**src/sv/cbr_ram.sv**
```systemverilog
// generic single write port, single read port memory with registered read data
module cbr_ram #(
    parameter int WIDTH = 8,
    parameter int DEPTH = 64
) (
    input  logic                     clk,
    input  logic                     we,
    input  logic [$clog2(DEPTH)-1:0] waddr,
    input  logic [WIDTH-1:0]         wdata,
    input  logic [$clog2(DEPTH)-1:0] raddr,
    output logic [WIDTH-1:0]         rdata
);

    logic [WIDTH-1:0] mem [DEPTH];

    always_ff @(posedge clk)
    begin
        if (we)
        begin
            mem[waddr] <= wdata;
        end
        rdata <= mem[raddr];
    end

endmodule

```
**config.mk**
```make
export PLATFORM = sky130hd
export DESIGN_NAME = cbr_ram
export DESIGN_NICKNAME = d
export VERILOG_FILES = /design/src/sv/cbr_ram.sv
export SDC_FILE = /design/constraint.sdc
export NUM_CORES = 1
export LEC_CHECK = 0
export BUFFER_PORTS_ARGS = -buffer_cell sky130_fd_sc_hd__buf_2
export CAP_MARGIN = 20
export CORE_MARGIN = 5
export CORE_UTILIZATION = 65
export CTS_BUF_LIST = sky130_fd_sc_hd__clkbuf_16
export DETAILED_ROUTE_END_ITERATION = 10
export PLACE_DENSITY = 0.84
export SLEW_MARGIN = 20
export SYNTH_ARGS = -nofsm -noshare
export SYNTH_HDL_FRONTEND = slang
export SYNTH_SLANG_ARGS = --single-unit
```
**constraint.sdc**
```tcl
create_clock -name clk -period 3.63 [get_ports clk]
set_input_delay 0.363 -clock clk [delete_from_list [all_inputs] [get_ports clk]]
set_output_delay 0.363 -clock clk [all_outputs]
set_load 0.01 [all_outputs]
```
==> qor.txt <==
root buffer cell - clkbuf_16
DR vias - 10,100
TritonRoute pass-1 iters - 5
Tot GR Track Use - 0.273
GR Util met3 - 0.0476
DRT Wirelength - 45,500 um
# DRC - 0
M1 GR Usage - 0.400
TritonCTS clock tree - built
GR peak layer - met2
Clock Latency Late Sink - 0.57 ns
R2R Setup Slk - 1.34 ns
Post-layout nets - 1,010
Die Width - 186 um
EDFF count, synth - 512
Finished Layout Cells - 1,424
Static Leak - 7.00 nW
Hold Crit Class - input port to flip-flop
Comb power frac - 0.050
ranking of synthesized cells by area - edfxtp_1, mux4_2, nor2_1, mux2i_1, dfxtp_1
largest net degree at the start of global routing - 65
max frequency - 437 MHz
WP data required - 4.04 ns
initial antenna violation count - 2
Worst EP arrival - 2.70 ns
RSZ-0062 raised after global routing - false
post-route antenna net violation count - 0
mapped cell area - 20,200 sq um
Finished Core Util - 0.729
status - completed
Via density - 7.11
hold-critical path depth - 3
Synth top area share - 0.762
Starting Density - 0.659
Worst setup SP type - flip-flop
maximum VDD drop - 0.401 mV
Int Pwr - 9.76 mW
Worst-path clk slew - 0.07 ns
Synth Register Bits - 520
sequential power share - 0.541
Net Sw Power - 2.57 mW
Post-CTS Hold Buffers - 0
post-route setup TNS - 0 ns
Reg2Reg Depth - 5
Power Density - 553 nW/um^2
Net Count, Synth - 962
vias in the first global route - 10,300
clock power share - 0.410
Tmin final - 2.29 ns
Layout area overhead - 10.6%
first-pass GRT wire length - 68,400 um
PostCTS Resize Cnt - 0
H-tree Lvls - 2
fin. max-slew vios - 0
Post-synth ARST share - 0
Placed Area - 20,700 sq um
Post-Syn Area per Cell - 21.5 sq um
routed len/inst - 31.9 um
Tightest Pin Transition - 1.04 ns
share of final-layout standard cells stronger than drive strength 1 - 0.250
CTS sink cnt - 520
Total Power - 12.3 mW
IO Pins - 30
row count - 64
Core ar. - 30,600 sq um
gr ovfl total - 0
Post-Syn Instances - 940
Seq/Total Area, Yosys - 0.770
Port-buffer cells - 29
main flop type after synthesis - edfxtp_1
postcts setup bufs - 0
initial DRC count - 1,543
slew margin rel. - 0.301
switching share of total power - 0.209
placed cell count - 1,333
final instance area - 22,300 sq um
GPL Wtd Cong - 0.861
Netlist cell types - 40
Critical Path Fanout Max - 1
CP Capture Type - flip-flop
total die area - 34,600 sq um
Max clock buf depth - 3
YS warnings - 0
endpoints failing setup - 0
Final Hold Viols - 0
Die Y - 186 um
CTS Buf Count - 49
skew final - 0.0247 ns
Tcrit/Tclk final - 0.630
met2 usage - 0.430
Max Cap Viol - 0
DP Wirelength - 25,800 um
cell taking the most area after synthesis - edfxtp_1
critical path class - flip-flop to flip-flop
==> layer usage <==
| metal | wire, um | part of all wire | vias up |
|---|---|---|---|
| met5 | 13 | 0.00029 | - |
| met4 | 1870 | 0.041 | 2 |
| met3 | 5140 | 0.11 | 148 |
| met2 | 22100 | 0.49 | 789 |
| met1 | 16300 | 0.36 | 5166 |
| li1 | - | - | 4025 |
==> kinds of logic after synthesis <==
| group | Yosys count | synth area share |
|---|---|---|
| multiplexers | 162 | 0.159 |
| AO/OA/AOI/OAI | 54 | 0.0207 |
| flip-flops | 520 | 0.770 |
| AND/OR/NAND/NOR | 153 | 0.0339 |
| buffers and inverters | 51 | 0.0157 |
==> cell usage after synthesis (8+ instances only) <==
cell type and instances:
dfxtp_1 8, nor2_1 83, nand3_1 13, nand2_1 19, clkbuf_1 17, edfxtp_1 512
nor2b_1 14, mux2i_1 23, buf_2 11, mux2_2 13, mux4_2 126, buf_4 13
o22ai_1 8, o221ai_1 8
==> worst max-delay path, cell delays in order, from the launching register on <==
cell	delay [ns]
edfxtp_1	0.39
mux4_2	0.48
mux2_2	0.31
o221a_2	0.30
nor3_1	0.46
o32ai_1	0.19
==> layout make-up <==
cell class,count,area [sq um]
clock buffers,49,1230
repair buffers,48,357
fillers,1606,8290
diodes,1,2.50
well taps,396,495
flip-flops and latches,520,15500
clock inverters,41,364
multi-input cells,369,4320
==> path summary, 6_finish.rpt <==
path,from,endpoint
worst max-delay path,mem[20][6]$_DFFE_PP_,rdata[6]$_DFF_P_
worst min-delay path,raddr[5],rdata[1]$_DFF_P_
worst max register to register,mem[20][6]$_DFFE_PP_,rdata[6]$_DFF_P_
worst min register to register,mem[34][0]$_DFFE_PP_,rdata[0]$_DFF_P_
==> power by group through the flow <==
stage	clock network, mW	logic (mW)	registers, mW
floorplan	0	0.354	6.79
global placement	0	0.573	6.80
detailed placement	0	0.591	6.80
CTS	5.09	0.607	6.67
global route	5.38	0.643	6.67
finish	5.05	0.612	6.67
==> cells in the final DEF, fill, tap and decap left out, types with 4 or more instances in the layout <==
cell type	netlist	layout
buf_4	13	25
a211oi_1	4	4
nor2b_1	14	14
clkinv_1	0	12
o221ai_1	8	8
inv_1	0	10
bufinv_16	0	6
mux2i_1	23	23
nand2b_1	7	7
edfxtp_1	512	512
buf_2	11	19
clkinv_2	0	7
mux4_2	126	126
clkbuf_16	0	49
nand2_1	19	19
nor2_1	83	83
nand3_1	13	13
mux2_2	13	13
o22ai_1	8	8
a221oi_1	6	6
dfxtp_1	8	8
nor3_1	7	7
==> sequential cells by signal (all words and copies together), names as in the netlist <==
| register | count |
|---|---|
| mem | 512 |
| rdata | 8 |
==> stage by stage <==
stage	worst slack, ns	hold slack [ns]
floorplan	1.60	0.462
global placement	1.00	0.810
global route	1.38	0.255
finish	1.34	0.247
CTS	1.41	0.209
detailed placement	0.979	0.798
Power figures use the tool's default switching activity.
