<file path="src/sv/cbr_pkg.sv">
// shared constants, types and state codes of the channel busy ratio meter
package cbr_pkg;

    // node table
    localparam int NODE_W = 6;
    localparam int NODES = 1 << NODE_W;

    // field widths
    localparam int FUNC_W = 2;
    localparam int TIME_W = 48;
    localparam int ACC_W = 40;
    localparam int WMS_W = 14;
    localparam int ALPHA_W = 17;
    localparam int RATIO_W = 17;

    // input tdata layout, lowest field first
    localparam int NODE_LSB = 0;
    localparam int START_LSB = NODE_LSB + NODE_W;
    localparam int DUR_LSB = START_LSB + TIME_W;
    localparam int BUSY_LSB = DUR_LSB + ACC_W;
    localparam int NOW_LSB = BUSY_LSB + 1;
    localparam int IN_FIELDS_W = NOW_LSB + TIME_W;
    localparam int IN_DATA_W = ((IN_FIELDS_W + 7) / 8) * 8;
    localparam int OUT_DATA_W = ((RATIO_W + 7) / 8) * 8;

    // configuration port
    localparam int CFG_IDX_W = 1;
    localparam int CFG_DATA_W = ALPHA_W;
    localparam logic [WMS_W-1:0] WMS_RESET = WMS_W'(100);
    localparam logic [ALPHA_W-1:0] ALPHA_RESET = ALPHA_W'(32768);

    // fixed point
    localparam logic [RATIO_W-1:0] ONE_Q16 = RATIO_W'(65536);
    localparam int NS_PER_MS_W = 20;
    localparam logic [NS_PER_MS_W-1:0] NS_PER_MS = NS_PER_MS_W'(1000000);
    localparam int WNS_W = WMS_W + NS_PER_MS_W;

    // mean over the table and the shared divider
    localparam int SUM_W = RATIO_W + NODE_W;
    localparam int CNT_W = NODE_W + 1;
    localparam int STEP_W = 5;
    localparam logic [STEP_W-1:0] TICK_STEPS = STEP_W'(16);
    localparam logic [STEP_W-1:0] MEAN_STEPS = STEP_W'(SUM_W);

    typedef enum logic [FUNC_W-1:0] {
        FN_EVENT     = 2'd0,
        FN_TICK      = 2'd1,
        FN_READ_NODE = 2'd2,
        FN_READ_MEAN = 2'd3
    } func_t;

    typedef enum logic [CFG_IDX_W-1:0] {
        REG_WINDOW_MS = 1'b0,
        REG_ALPHA     = 1'b1
    } cfg_idx_t;

    typedef enum logic [3:0] {
        ST_IDLE,
        ST_EV_RD,
        ST_EV_WR,
        ST_TK_RD,
        ST_TK_CALC,
        ST_TK_DIV,
        ST_TK_EMA,
        ST_TK_END,
        ST_QR_RD,
        ST_QR_GET,
        ST_MN_RD,
        ST_MN_ACC,
        ST_MN_START,
        ST_MN_DIV,
        ST_RESP
    } state_t;

    typedef struct packed {
        logic              start;
        logic [STEP_W-1:0] steps;
        logic [WNS_W-1:0]  rem0;
        logic [SUM_W-1:0]  ext;
        logic [WNS_W-1:0]  divisor;
    } div_req_t;

    typedef struct packed {
        logic             done;
        logic [SUM_W-1:0] quot;
    } div_rsp_t;

endpackage

</file>
<file path="src/sv/cbr_div.sv">
// restoring divider, one quotient bit per cycle, shared by tick ratio and table mean
module cbr_div (
    input  logic              clk,
    input  logic              rst_n,
    input  cbr_pkg::div_req_t req,
    output cbr_pkg::div_rsp_t rsp
);

    logic                        busy_reg;
    logic                        done_reg;
    logic [cbr_pkg::STEP_W-1:0]  cnt_reg;
    logic [cbr_pkg::WNS_W-1:0]   rem_reg;
    logic [cbr_pkg::SUM_W-1:0]   ext_reg;
    logic [cbr_pkg::SUM_W-1:0]   quot_reg;
    logic [cbr_pkg::WNS_W-1:0]   divisor_reg;

    logic [cbr_pkg::WNS_W:0]     trial;
    logic                        fits;
    logic [cbr_pkg::WNS_W:0]     diff;
    logic [cbr_pkg::WNS_W-1:0]   rem_next;

    // shift in the next dividend bit and try the subtract
    assign trial = {rem_reg, ext_reg[cbr_pkg::SUM_W-1]};
    assign fits = (trial >= {1'b0, divisor_reg});
    assign diff = trial - {1'b0, divisor_reg};
    assign rem_next = fits ? diff[cbr_pkg::WNS_W-1:0] : trial[cbr_pkg::WNS_W-1:0];

    always_ff @(posedge clk or negedge rst_n)
    begin
        if (!rst_n)
        begin
            busy_reg <= 1'b0;
            done_reg <= 1'b0;
            cnt_reg  <= '0;
        end
        else
        begin
            done_reg <= busy_reg && (cnt_reg == cbr_pkg::STEP_W'(1));
            if (req.start)
            begin
                busy_reg <= 1'b1;
                cnt_reg  <= req.steps;
            end
            else if (busy_reg)
            begin
                cnt_reg <= cnt_reg - cbr_pkg::STEP_W'(1);
                if (cnt_reg == cbr_pkg::STEP_W'(1))
                begin
                    busy_reg <= 1'b0;
                end
            end
        end
    end

    always_ff @(posedge clk)
    begin
        if (req.start)
        begin
            rem_reg     <= req.rem0;
            ext_reg     <= req.ext;
            divisor_reg <= req.divisor;
            quot_reg    <= '0;
        end
        else if (busy_reg)
        begin
            rem_reg  <= rem_next;
            ext_reg  <= {ext_reg[cbr_pkg::SUM_W-2:0], 1'b0};
            quot_reg <= {quot_reg[cbr_pkg::SUM_W-2:0], fits};
        end
    end

    assign rsp.done = done_reg;
    assign rsp.quot = quot_reg;

endmodule

</file>
<file path="config.mk">
export PLATFORM = sky130hd
export DESIGN_NAME = cbr_div
export DESIGN_NICKNAME = d
export VERILOG_FILES = /design/src/sv/cbr_pkg.sv /design/src/sv/cbr_div.sv
export SDC_FILE = /design/constraint.sdc
export NUM_CORES = 1
export LEC_CHECK = 0
export ABC_AREA = 1
export BUFFER_PORTS_ARGS = -buffer_cell sky130_fd_sc_hd__buf_4
export CORE_UTILIZATION = 45
export CTS_CLUSTER_DIAMETER = 40
export DETAILED_ROUTE_END_ITERATION = 12
export PLACE_DENSITY = 0.66
export SKIP_LAST_GASP = 1
export SYNTH_ARGS = -nofsm -noshare
export SYNTH_HDL_FRONTEND = slang
export SYNTH_SLANG_ARGS = --single-unit
</file>
<file path="constraint.sdc">
create_clock -name clk -period 3.4 [get_ports clk]
set_clock_uncertainty 0.05 [all_clocks]
set_input_delay 0.17 -clock clk [delete_from_list [all_inputs] [get_ports clk]]
set_output_delay 0.17 -clock clk [all_outputs]
set_load 0.05 [all_outputs]
</file>
==> reports/metrics.yaml <==
holdCritPathClass: "in -> async"
initial_antenna_violation_count: 0
drt_iter0_markers: 402
worstMarginPinSlew_ps: 737
syn-mean-instance-area_um2: 7.43
gpl.final_weighted_congestion: 0.904
use_met2: 0.399
layout.cells.most_common_list: "423 x sky130_fd_sc_hd__nand2_1, 175 x sky130_fd_sc_hd__inv_1, 126 x sky130_fd_sc_hd__buf_4, 96 x sky130_fd_sc_hd__dlygate4sd3_1, 91 x sky130_fd_sc_hd__edfxtp_1"
net_count_of_the_mapped_netlist: 1173
drt-vias-per-instance: 4.79
mostFrequentLayoutCell: "sky130_fd_sc_hd__nand2_1"
reg2reg_to: "rem_reg[21]"
diodes: 0
tritoncts: "yes"
synth_cells: 1037
rsz_0062_raised_after_global_routing: "false"
critPathCaptureType: "register"
cp_common_cell: "sky130_fd_sc_hd__nand2_1"
ordered_cell_list_for_the_critical_path: "ha_1 > nand2_1 > nor4_1 > nand2_4 > nand2_4 > nand2_1 > nand3_1 > nand2_1"
power.static_leakage_nw: 5.25
max_cap_viol_count: 0
synthesis.yosys.warnings: 0
synth_compound_area_frac: 0.0494
wire_length_of_the_first_global_routing_pass_um: 33300
busiest_layer: "met2"
synth_xor_area_frac: 0.0239
regToRegSetupSlack_ps: 420
drt_wl_total_um: 19800
report.final.hold_viol_count: 0
finalInstanceArea_mm2: 0.0103
fp.dieH_um: 133
ys_dominant_reg_cell: "sky130_fd_sc_hd__edfxtp_1"
synth-async-reset-ratio: 0.0579
synth.distinct_cells: 39
post_route_cells_drive_above_1_share: 0.136
cts_buffers: 17
synth-seq-cells: 121
place_inst: 1357
sum_of_internal_switching_and_leakage_power_mw: 7.49
grt_start_max_net_pins: 60
layout-area-overhead-vs-synth_pct: 33.8
post-route-period-util: 0.877
place.port_buffers: 122
share_of_synthesized_cell_area_in_and_or_nand_and_nor_gates: 0.323
rr_worst_depth: 8
drc_errors: 0
clk_transition_reported_paths_ps: 70
arrival_ps: 3100
synth_adder_area_share: 0.0611
final_ant_viol_nets: 0
global_route.usage.met3: 0.0437
outcome: "completed"
timing.setup.tns_ps: 0
power_density_mw_per_mm2: 726
pin_count: 123
grt_use_met1: 0.312
non_filler_instance_count_after_layout: 1485
worst_ep_required_time_ps: 3520
h-tree-depth: 4
synth.mux.area_fraction: 0
report.final.setup_viol: 0
cp_slowest_cell: "sky130_fd_sc_hd__nor4_1"
combined_global_route_utilization_of_all_metal_layers: 0.238
via_count_of_the_first_global_routing_pass: 6981
wire_per_inst_um: 13.3
clock_root_buffer_master: "sky130_fd_sc_hd__clkbuf_16"
die_w_um: 133
insertion_delay_ps: 430
drt_pass1_iterations: 5
grt_remaining_overflow: 0
worstSetupPathType: "reg -> reg"
whs_ps: 37.2
floorplan.initialDensity: 0.463
postCtsResizedCells: 0
max_freq_mhz: 335
fillers: 1517
cell_area_placed_mm2: 0.00881
nets: 1388
dominant_combinational_cell_family_by_area_after_synthesis: "simple AND/OR/NAND/NOR gates"
synth-edff-count: 91
worst_r2r_startpoint: "rem_reg[26]"
timing.critical_path.from_type: "register"
yosysSeqAreaShare: 0.437
detailroute.via_count: 7114
netlist_area_mm2: 0.00770
vdd_ir_drop_max_mv: 0.375
core_region_area_mm2: 0.0166
final.min_clock_period_ps: 2980
slowest_delay_ps: 570
detailedPlacementHpwl_um: 13700
std_cell_rows: 47
die-area_mm2: 0.0176
final-max-slew-violation-count: 0
cts-root-to-sink-buffers: 2
max_slew_margin: 0.508
critPathMaxFanout: 35
tritoncts_num_sinks: 121
timing repair:
item,4_1_cts,5_1_grt
setup buffers,0,0
hold endpoints to repair,102,0
hold buffers,96,0
Yosys cell counts, types with 2 or more instances:
master	count	area [um^2]
sky130_fd_sc_hd__nand4_1	5	31.3
sky130_fd_sc_hd__clkbuf_1	13	48.8
sky130_fd_sc_hd__nand2_4	2	22.5
sky130_fd_sc_hd__nor3_2	2	20.0
sky130_fd_sc_hd__nor3_1	3	15.0
sky130_fd_sc_hd__clkinv_1	2	7.51
sky130_fd_sc_hd__o21ai_0	7	35.0
sky130_fd_sc_hd__dfxtp_1	23	460
sky130_fd_sc_hd__ha_1	36	450
sky130_fd_sc_hd__xnor2_1	17	149
sky130_fd_sc_hd__o22ai_1	21	131
sky130_fd_sc_hd__nand3_1	54	270
sky130_fd_sc_hd__buf_6	3	33.8
sky130_fd_sc_hd__inv_2	4	15.0
sky130_fd_sc_hd__inv_1	175	657
sky130_fd_sc_hd__nand2_1	423	1590
sky130_fd_sc_hd__o211ai_1	3	22.5
sky130_fd_sc_hd__buf_2	6	30.0
sky130_fd_sc_hd__edfxtp_1	91	2730
sky130_fd_sc_hd__xor2_1	4	35.0
sky130_fd_sc_hd__o221ai_1	2	17.5
sky130_fd_sc_hd__buf_1	4	15.0
sky130_fd_sc_hd__dfrtp_1	7	175
sky130_fd_sc_hd__a21oi_2	2	17.5
sky130_fd_sc_hd__a21oi_1	20	100
sky130_fd_sc_hd__o21bai_1	4	30.0
sky130_fd_sc_hd__nand3b_1	41	308
sky130_fd_sc_hd__nor2_1	52	195
cell families after synthesis:
group / Yosys count
DFF: 121
AOI/OAI and AO/OA: 63
adders and majority gates: 37
xor gates and xnor gates: 21
and+or+nand+nor: 587
buffers and inverters: 208
metal layers:
| metal | vias up | routed length (um) |
|---|---|---|
| met4 | 0 | 191 |
| met2 | 185 | 9280 |
| met5 | - | 0 |
| li1 | 3702 | - |
| met3 | 12 | 943 |
| met1 | 3215 | 9400 |
cell type report:
type	instances	area (um^2)	share of cell area
Multi-Input combinational cell	708	3520	0.341
Timing Repair Buffer	223	1930	0.187
Inverter	181	679	0.0659
Clock inverter	14	110	0.0107
Clock buffer	18	429	0.0416
Sequential cell	121	3370	0.327
Tap cell	220	275	0.0267
worst max-delay path by stage:
stage	cells past startpoint	to	slack, ps	start
after detailed placement	8	rem_reg[22]	440	rem_reg[26]
after global placement	8	rem_reg[33]	430	rem_reg[26]
after CTS	8	rem_reg[33]	390	rem_reg[26]
after floorplan	3	ext_reg[0]	610	busy_reg
final	8	rem_reg[21]	420	rem_reg[26]
after global routing	8	rem_reg[22]	140	rem_reg[26]
worst max-delay path, delay by kind of cell (launching register included):
family | cells | cell delay [ps]
AND/OR/NAND/NOR | 7 | 1840
adder cells (fa/ha/maj) | 1 | 420
flip-flops | 1 | 410
stage by stage:
stage                      util  worst slack, ps
after CTS                 0.619              393
after global routing      0.619              135
final                     0.619              418
after global placement    0.529              425
after detailed placement  0.529              439
after floorplan               -              607
power by group:
| group | switching, mW | internal, mW | leakage, nW |
|---|---|---|---|
| clock | 0.745 | 0.952 | 0.275 |
| sequential | 0.149 | 1.97 | 1.22 |
| combinational | 2.28 | 1.40 | 3.76 |
| total | 3.17 | 4.32 | 5.25 |
Power figures use the tool's default switching activity.
